[config.mk]
export PLATFORM = sky130hd
export DESIGN_NAME = linear_contrast_stretch
export DESIGN_NICKNAME = d
export VERILOG_FILES = /design/src/lcs_pkg.sv /design/src/linear_contrast_stretch.sv /design/src/lcs_div_step.sv
export SDC_FILE = /design/constraint.sdc
export NUM_CORES = 1
export LEC_CHECK = 0
export ABC_AREA = 1
export BUFFER_PORTS_ARGS = -buffer_cell sky130_fd_sc_hd__buf_2
export CAP_MARGIN = 20
export CORE_ASPECT_RATIO = 0.75
export CORE_UTILIZATION = 52
export CTS_BUF_LIST = sky130_fd_sc_hd__clkbuf_8
export DETAILED_ROUTE_END_ITERATION = 6
export GPL_ROUTABILITY_DRIVEN = 0
export GPL_TIMING_DRIVEN = 0
export PLACE_DENSITY = 0.68
export SLEW_MARGIN = 20
export SYNTH_ARGS = -nofsm -noshare
export SYNTH_HDL_FRONTEND = slang
export SYNTH_SLANG_ARGS = --single-unit
[constraint.sdc]
create_clock -name clk -period 5.5 [get_ports clk]
set_clock_uncertainty 0.1 [all_clocks]
set_input_delay 0.275 -clock clk [delete_from_list [all_inputs] [get_ports clk]]
set_output_delay 0.275 -clock clk [all_outputs]
set_load 0.01 [all_outputs]
[src/lcs_pkg.sv]
// Package for the linear contrast stretch block.
// Holds the configuration register map. Depends on nothing.
package lcs_pkg;

  // Width of the configuration register index.
  localparam int unsigned CFG_IDX_BITS = 2;

  // Configuration register map.
  typedef enum logic [CFG_IDX_BITS-1:0] {
    REG_SRC_MIN = 2'd0,
    REG_SRC_MAX = 2'd1,
    REG_DST_MIN = 2'd2,
    REG_DST_MAX = 2'd3
  } lcs_reg_t;

endpackage

[src/linear_contrast_stretch.sv]
// Top level of the linear contrast stretch: clamp, multiply, divide, offset, or pass through.
// Depends on lcs_pkg and lcs_div_step.
//
//   Channel   Direction  Handshake             Payload
//   in_       input      in_valid / in_stall   in_pixel_in   (PIXEL_BITS)
//   out_      output     out_valid / out_stall out_pixel_out (PIXEL_BITS)
//   cfg_      input      cfg_wr_en             cfg_index, cfg_data
//
// One word is accepted per clock while in_stall is low. A word passes
// PIXEL_BITS + 3 register stages: front, multiply, one divider stage per
// quotient bit, and the output stage, which holds the result.
// Reset (rst_n low, synchronous) empties the pipeline and loads the default
// mapping, source range 0..255 onto destination range 0..255, cut to PIXEL_BITS.
// A stall on the output only holds the stages that are full; bubbles further
// up close, so the input keeps taking words until the whole pipeline is full.
module linear_contrast_stretch #(
  parameter int unsigned PIXEL_BITS = 8
) (
  input  logic                             clk,
  input  logic                             rst_n,
  // Input pixel channel.
  input  logic                             in_valid,
  output logic                             in_stall,
  input  logic [PIXEL_BITS-1:0]            in_pixel_in,
  // Result pixel channel.
  output logic                             out_valid,
  input  logic                             out_stall,
  output logic [PIXEL_BITS-1:0]            out_pixel_out,
  // Configuration write port.
  input  logic                             cfg_wr_en,
  input  logic [lcs_pkg::CFG_IDX_BITS-1:0] cfg_index,
  input  logic [PIXEL_BITS-1:0]            cfg_data
);

  localparam int unsigned N = PIXEL_BITS;
  // Front stage, multiply stage, N divider stages and the output stage.
  localparam int unsigned NS = N + 3;
  localparam int unsigned DIV0 = 2;
  // Reset value of both range maxima.
  localparam logic [N-1:0] RESET_MAX = N'(255);

  // Configuration registers.
  logic [N-1:0] src_min_r, src_max_r, dst_min_r, dst_max_r;

  // Valid bit of every stage and the per-stage load enables.
  logic [NS-1:0] v_r;
  logic [NS:0]   ld;

  // The chain of load enables lets a stage take a new word when it is empty
  // or when the stage after it moves on in the same cycle.
  always_comb begin
    ld[NS] = !out_stall;
    for (int k = NS - 1; k >= 0; k--) begin
      ld[k] = !v_r[k] || ld[k+1];
    end
  end

  assign in_stall = !ld[0];

  always_ff @(posedge clk) begin
    if (!rst_n) begin
      v_r <= '0;
    end else begin
      if (ld[0]) begin
        v_r[0] <= in_valid;
      end
      for (int k = 1; k < NS; k++) begin
        if (ld[k]) begin
          v_r[k] <= v_r[k-1];
        end
      end
    end
  end

  // Configuration writes. The map covers every index, so none is dropped.
  always_ff @(posedge clk) begin
    if (!rst_n) begin
      src_min_r <= '0;
      src_max_r <= RESET_MAX;
      dst_min_r <= '0;
      dst_max_r <= RESET_MAX;
    end else if (cfg_wr_en) begin
      case (lcs_pkg::lcs_reg_t'(cfg_index))
        lcs_pkg::REG_SRC_MIN: src_min_r <= cfg_data;
        lcs_pkg::REG_SRC_MAX: src_max_r <= cfg_data;
        lcs_pkg::REG_DST_MIN: dst_min_r <= cfg_data;
        lcs_pkg::REG_DST_MAX: dst_max_r <= cfg_data;
        default: ;
      endcase
    end
  end

  // ---------------------------------------------------------------------
  // Stage 0: clamp the pixel to the source range and take it relative to
  // src_min. The destination span is split into a magnitude and a sign so
  // the divider works on unsigned values; truncation toward zero then falls
  // out of dividing the magnitude and applying the sign afterwards.
  // ---------------------------------------------------------------------
  logic [N-1:0] clamp_pix;
  logic [N-1:0] d_nxt, span_nxt, mag_nxt;
  logic         neg_nxt, byp_nxt;

  always_comb begin
    if (in_pixel_in < src_min_r) begin
      clamp_pix = src_min_r;
    end else if (in_pixel_in > src_max_r) begin
      clamp_pix = src_max_r;
    end else begin
      clamp_pix = in_pixel_in;
    end
    d_nxt    = clamp_pix - src_min_r;
    span_nxt = src_max_r - src_min_r;
    neg_nxt  = (dst_max_r < dst_min_r);
    mag_nxt  = neg_nxt ? (dst_min_r - dst_max_r) : (dst_max_r - dst_min_r);
    // An empty or reversed source range passes the pixel through.
    byp_nxt  = (src_min_r >= src_max_r);
  end

  logic [N-1:0] d0_r, span0_r, mag0_r, pix0_r, dmin0_r;
  logic         neg0_r, byp0_r;

  always_ff @(posedge clk) begin
    if (ld[0]) begin
      d0_r    <= d_nxt;
      span0_r <= span_nxt;
      mag0_r  <= mag_nxt;
      pix0_r  <= in_pixel_in;
      dmin0_r <= dst_min_r;
      neg0_r  <= neg_nxt;
      byp0_r  <= byp_nxt;
    end
  end

  // ---------------------------------------------------------------------
  // Stage 1: product of the offset pixel and the destination magnitude.
  // ---------------------------------------------------------------------
  logic [2*N-1:0] prod1_r;
  logic [N-1:0]   span1_r, pix1_r, dmin1_r;
  logic           neg1_r, byp1_r;

  always_ff @(posedge clk) begin
    if (ld[1]) begin
      prod1_r <= d0_r * mag0_r;
      span1_r <= span0_r;
      pix1_r  <= pix0_r;
      dmin1_r <= dmin0_r;
      neg1_r  <= neg0_r;
      byp1_r  <= byp0_r;
    end
  end

  // ---------------------------------------------------------------------
  // Stages 2 .. N+1: restoring division, one quotient bit per stage. The
  // product never exceeds span * (2^N - 1), so its upper half starts below
  // the divisor and N quotient bits hold the whole result.
  // ---------------------------------------------------------------------
  logic [N-1:0] span_s [N+1];
  logic [N-1:0] rem_s  [N+1];
  logic [N-1:0] low_s  [N+1];
  logic [N-1:0] quo_s  [N+1];

  // Side data that rides along with each divider stage.
  logic [N-1:0] pix_d_r  [N];
  logic [N-1:0] dmin_d_r [N];
  logic         neg_d_r  [N];
  logic         byp_d_r  [N];

  assign span_s[0] = span1_r;
  assign rem_s[0]  = prod1_r[2*N-1:N];
  assign low_s[0]  = prod1_r[N-1:0];
  assign quo_s[0]  = '0;

  for (genvar k = 0; k < N; k++) begin : g_div
    lcs_div_step #(
      .W (N)
    ) u_step (
      .clk    (clk),
      .load   (ld[DIV0+k]),
      .span_i (span_s[k]),
      .rem_i  (rem_s[k]),
      .low_i  (low_s[k]),
      .quo_i  (quo_s[k]),
      .span_o (span_s[k+1]),
      .rem_o  (rem_s[k+1]),
      .low_o  (low_s[k+1]),
      .quo_o  (quo_s[k+1])
    );

    if (k == 0) begin : g_first
      always_ff @(posedge clk) begin
        if (ld[DIV0]) begin
          pix_d_r[0]  <= pix1_r;
          dmin_d_r[0] <= dmin1_r;
          neg_d_r[0]  <= neg1_r;
          byp_d_r[0]  <= byp1_r;
        end
      end
    end else begin : g_rest
      always_ff @(posedge clk) begin
        if (ld[DIV0+k]) begin
          pix_d_r[k]  <= pix_d_r[k-1];
          dmin_d_r[k] <= dmin_d_r[k-1];
          neg_d_r[k]  <= neg_d_r[k-1];
          byp_d_r[k]  <= byp_d_r[k-1];
        end
      end
    end
  end

  // ---------------------------------------------------------------------
  // Output stage: apply the sign, add dst_min, or pass the pixel through.
  // With a proper source range the sum always lies within the destination
  // range, so wrapping to N bits changes nothing.
  // ---------------------------------------------------------------------
  logic [N-1:0] quo_fin, res_nxt, out_r;

  always_comb begin
    quo_fin = quo_s[N];
    if (byp_d_r[N-1]) begin
      res_nxt = pix_d_r[N-1];
    end else if (neg_d_r[N-1]) begin
      res_nxt = dmin_d_r[N-1] - quo_fin;
    end else begin
      res_nxt = dmin_d_r[N-1] + quo_fin;
    end
  end

  always_ff @(posedge clk) begin
    if (ld[NS-1]) begin
      out_r <= res_nxt;
    end
  end

  assign out_valid     = v_r[NS-1];
  assign out_pixel_out = out_r;

  // The remainder, low bits and divisor leaving the last divider stage are
  // not needed past that point.
  logic unused_tail;
  assign unused_tail = ^{span_s[N], rem_s[N], low_s[N]};

endmodule

[src/lcs_div_step.sv]
// One registered step of the restoring divider used by the contrast stretch.
// Produces one quotient bit per stage. Depends on nothing.
module lcs_div_step #(
  parameter int unsigned W = 8
) (
  input  logic         clk,
  input  logic         load,
  input  logic [W-1:0] span_i,
  input  logic [W-1:0] rem_i,
  input  logic [W-1:0] low_i,
  input  logic [W-1:0] quo_i,
  output logic [W-1:0] span_o,
  output logic [W-1:0] rem_o,
  output logic [W-1:0] low_o,
  output logic [W-1:0] quo_o
);

  logic [W:0]   trial;
  logic         fits;
  logic [W:0]   diff;
  logic [W-1:0] span_r, rem_r, low_r, quo_r;
  logic [W-1:0] rem_nxt, low_nxt, quo_nxt;

  // The partial remainder is always below the divisor, so after the
  // conditional subtract it fits back into W bits.
  always_comb begin
    trial   = {rem_i, low_i[W-1]};
    fits    = (trial >= {1'b0, span_i});
    diff    = trial - {1'b0, span_i};
    rem_nxt = fits ? diff[W-1:0] : trial[W-1:0];
    low_nxt = {low_i[W-2:0], 1'b0};
    quo_nxt = {quo_i[W-2:0], fits};
  end

  always_ff @(posedge clk) begin
    if (load) begin
      span_r <= span_i;
      rem_r  <= rem_nxt;
      low_r  <= low_nxt;
      quo_r  <= quo_nxt;
    end
  end

  assign span_o = span_r;
  assign rem_o  = rem_r;
  assign low_o  = low_r;
  assign quo_o  = quo_r;

endmodule

==> results.yml <==
outcome:
  status: "finished clean"
worst_hold_path:
  hold_class: "input pin to flop"
routing:
  vias: 12800
  drcViolationCount: 0
  drt_pass1_iterations: 5
  viasPerCell: 5.00
  drt-wirelength-per-cell_um: 14.2
  ant_nets: 0
  wirelength_mm: 36.3
  detail_route.iter0.violations: 706
cts:
  postCtsSetupBuffers: 0
  cts.clk_slew.worst_paths_ps: 70
  cts_tree: "done"
  max-clock-path-buffers: 3
  clk_latency_ps: 610
  clock-sinks: 455
  cts_root_buf: "clkbuf_8"
  cts_buffers: 68
  htree_levels: 3
cells_and_area:
  fillCellCount: 3226
  drive_gt1_share_pct: 8.42
  final_nets: 2166
  regArea_sq_mm: 0.0132
  fin_cells: 2557
  multi_input_area_sq_mm: 0.00710
  n_antenna_cell: 0
  syn2layout_area_growth_pct: 11.2
synthesis:
  synth_edf_count: 412
  yosysWarningCount: 0
  yosys-top-cells-count: "edfxtp_1, nand2_1, inv_1"
  syn_area_sq_mm: 0.0217
  synth_nets: 2041
  synth.distinct_cells: 46
  yosys.cell_count.top_type: "edfxtp_1"
  syn_inst: 1817
  synthTopCellsByArea: "edfxtp_1, ha_1, nand2_1"
  synth.top_cell.area_share_pct: 57.1
  ys.flop_type: "edfxtp_1"
  async_flop_share_pct: 0
  yosysTopAreaCell: "edfxtp_1"
  avgSynthCellArea_sq_um: 11.9
  yosysSeqAreaShare_pct: 61.0
  synth-seq-cells: 455
floorplan:
  die_x_um: 238
  dieArea_sq_mm: 0.0425
  row_count: 64
  io_pins: 33
  die_y_um: 179
  core_sq_mm: 0.0409
  initial_core_util_pct: 53.0
flow_run:
  cap_violations: 0
timing:
  fmax_mhz: 213
  grt_setup_unrepaired: "no"
  finalSetupViolCount: 0
  hold_ws_ps: 86.3
  finalSetupTns_ps: 0
  slew_violations: 0
  worstMarginPinSlew_ps: 988
  relSlewSlack_pct: 33.9
  final_hold_viol_count: 0
  fin_crit_sh_pct: 85.5
  fin_crit_ps: 4700
critical_path:
  cp-end-kind: "flop"
  worstPathRequired_ps: 5730
  critical_path_peak_fanout: 8
  critPathKind: "flop to flop"
  worstPathArrival_ps: 4930
  crit_path_start_kind: "flop"
global_route:
  grt_pass1_vias: 13000
  grt_usage_pct: 18.2
  antenna_found_initial: 0
  grt_max_degree: 45
  overflow: 0
  grt_pass1_wl_mm: 61.7
power_and_ir_drop:
  p_leak_nw: 11.2
  powerDensity_mw_per_mm2: 615
  peakVddDrop_uv: 1070
place:
  dp_hpwl_mm: 26.6
  place_inst: 2412
  io_buffers: 31
==> report_power, final <==
part | internal, mW | switching (mW)
combinational | 2.80 | 4.03
clock | 1.32 | 1.26
sequential | 5.08 | 0.333
total | 9.20 | 5.62
==> cell type report <==
type,instances,area share (%)
multi-input cells,1010,29.5
clock inverters,52,1.23
inverters,312,4.86
well taps,561,2.91
plain buffers,40,0.758
clock buffers,72,4.11
flip-flops and latches,455,54.9
repair buffers,55,1.76
==> through the flow <==
stage | total power [mW] | util [%] | cell area (sq um) | worst slack, ps
after global routing | 16.4 | 58.9 | 24100 | 419
after detailed placement | 12.3 | 55.2 | 22600 | 822
after floorplan | 10.8 | - | 21700 | 1230
after CTS | 15.0 | 58.9 | 24100 | 793
after global placement | 12.1 | 55.1 | 22500 | 877
final | 14.8 | 58.9 | 24100 | 797
==> state kept, by name (all words and copies together) (netlist names), 8 cells and up <==
signal               cells
byp_d_r                  8
d0_r                     8
dmin0_r                  8
dmin1_r                  8
dmin_d_r                64
dst_max_r                8
dst_min_r                8
g_div.u_step.low_o      28
g_div.u_step.quo_o      36
g_div.u_step.rem_o      56
g_div.u_step.span_o     56
mag0_r                   8
neg_d_r                  8
out_pixel_out            8
pix0_r                   8
pix1_r                   8
pix_d_r                 64
prod1_r                 16
span0_r                  8
span1_r                  8
src_max_r                8
src_min_r                8
v_r                     11
==> path summary, 6_finish.rpt <==
kind | from | endpoint | slack (ps) | cells after the start
min reg2reg | pix_d_r[1][17] | pix_d_r[1][25] | 310 | 0
max reg2reg | d0_r[0] | prod1_r[14] | 800 | 15
max | d0_r[0] | prod1_r[14] | 800 | 15
min | cfg_wr_en | src_max_r[4] | 90 | 5
==> worst max-delay path: stages (launching register included) <==
cell and delay, ps:
edfxtp_1 320, clkbuf_1 330, nand2_1 150, fa_1 540, fa_1 550, inv_1 50
fa_1 520, inv_1 50, fa_1 530, inv_1 40, ha_1 340, a21oi_1 190
o21ai_0 100, a21oi_1 280, o21ai_0 160, xor2_1 160
==> routing by layer <==
layer	vias up	track usage (%)	share of wire, %
li1	6398	-	-
met5	-	0	0
met2	295	30.3	47
met4	0	6.85	2.3
met3	74	3.56	5.0
met1	6019	23.8	46
==> layout by cell type (no fill, tap or decap), drive strengths merged, types with 12 or more instances in the layout <==
master | Yosys | final
xor2 | 58 | 58
nand4 | 18 | 18
dlygate4sd3 | 0 | 21
clkbuf | 26 | 98
fa | 48 | 48
ha | 153 | 153
o211ai | 12 | 12
a21oi | 128 | 128
o21ai | 115 | 115
edfxtp | 412 | 412
xnor2 | 23 | 23
dfxtp | 43 | 43
inv | 312 | 345
nand2 | 321 | 321
nor2 | 55 | 55
clkinv | 0 | 14
buf | 14 | 48
nand3 | 36 | 36
==> kinds of logic (layout without fill, tap and decap cells) <==
group	count (synthesis)	in the layout	synth area share, %
buffers and inverters	352	531	6.24
adders and majority gates	201	201	13.3
xor gates and xnor gates	81	81	3.27
DFF	455	455	61.0
AOI/OAI and AO/OA	282	282	7.43
and+or+nand+nor	446	446	8.75
==> what timing repair did <==
| action | 4_1_cts | 5_1_grt |
|---|---|---|
| endpoints found under the hold margin | 42 | 0 |
| endpoints found under the setup margin | 0 | 0 |
| resized for setup | 0 | 0 |
| hold buffers | 21 | 0 |
(Power assumes the default switching activity.)
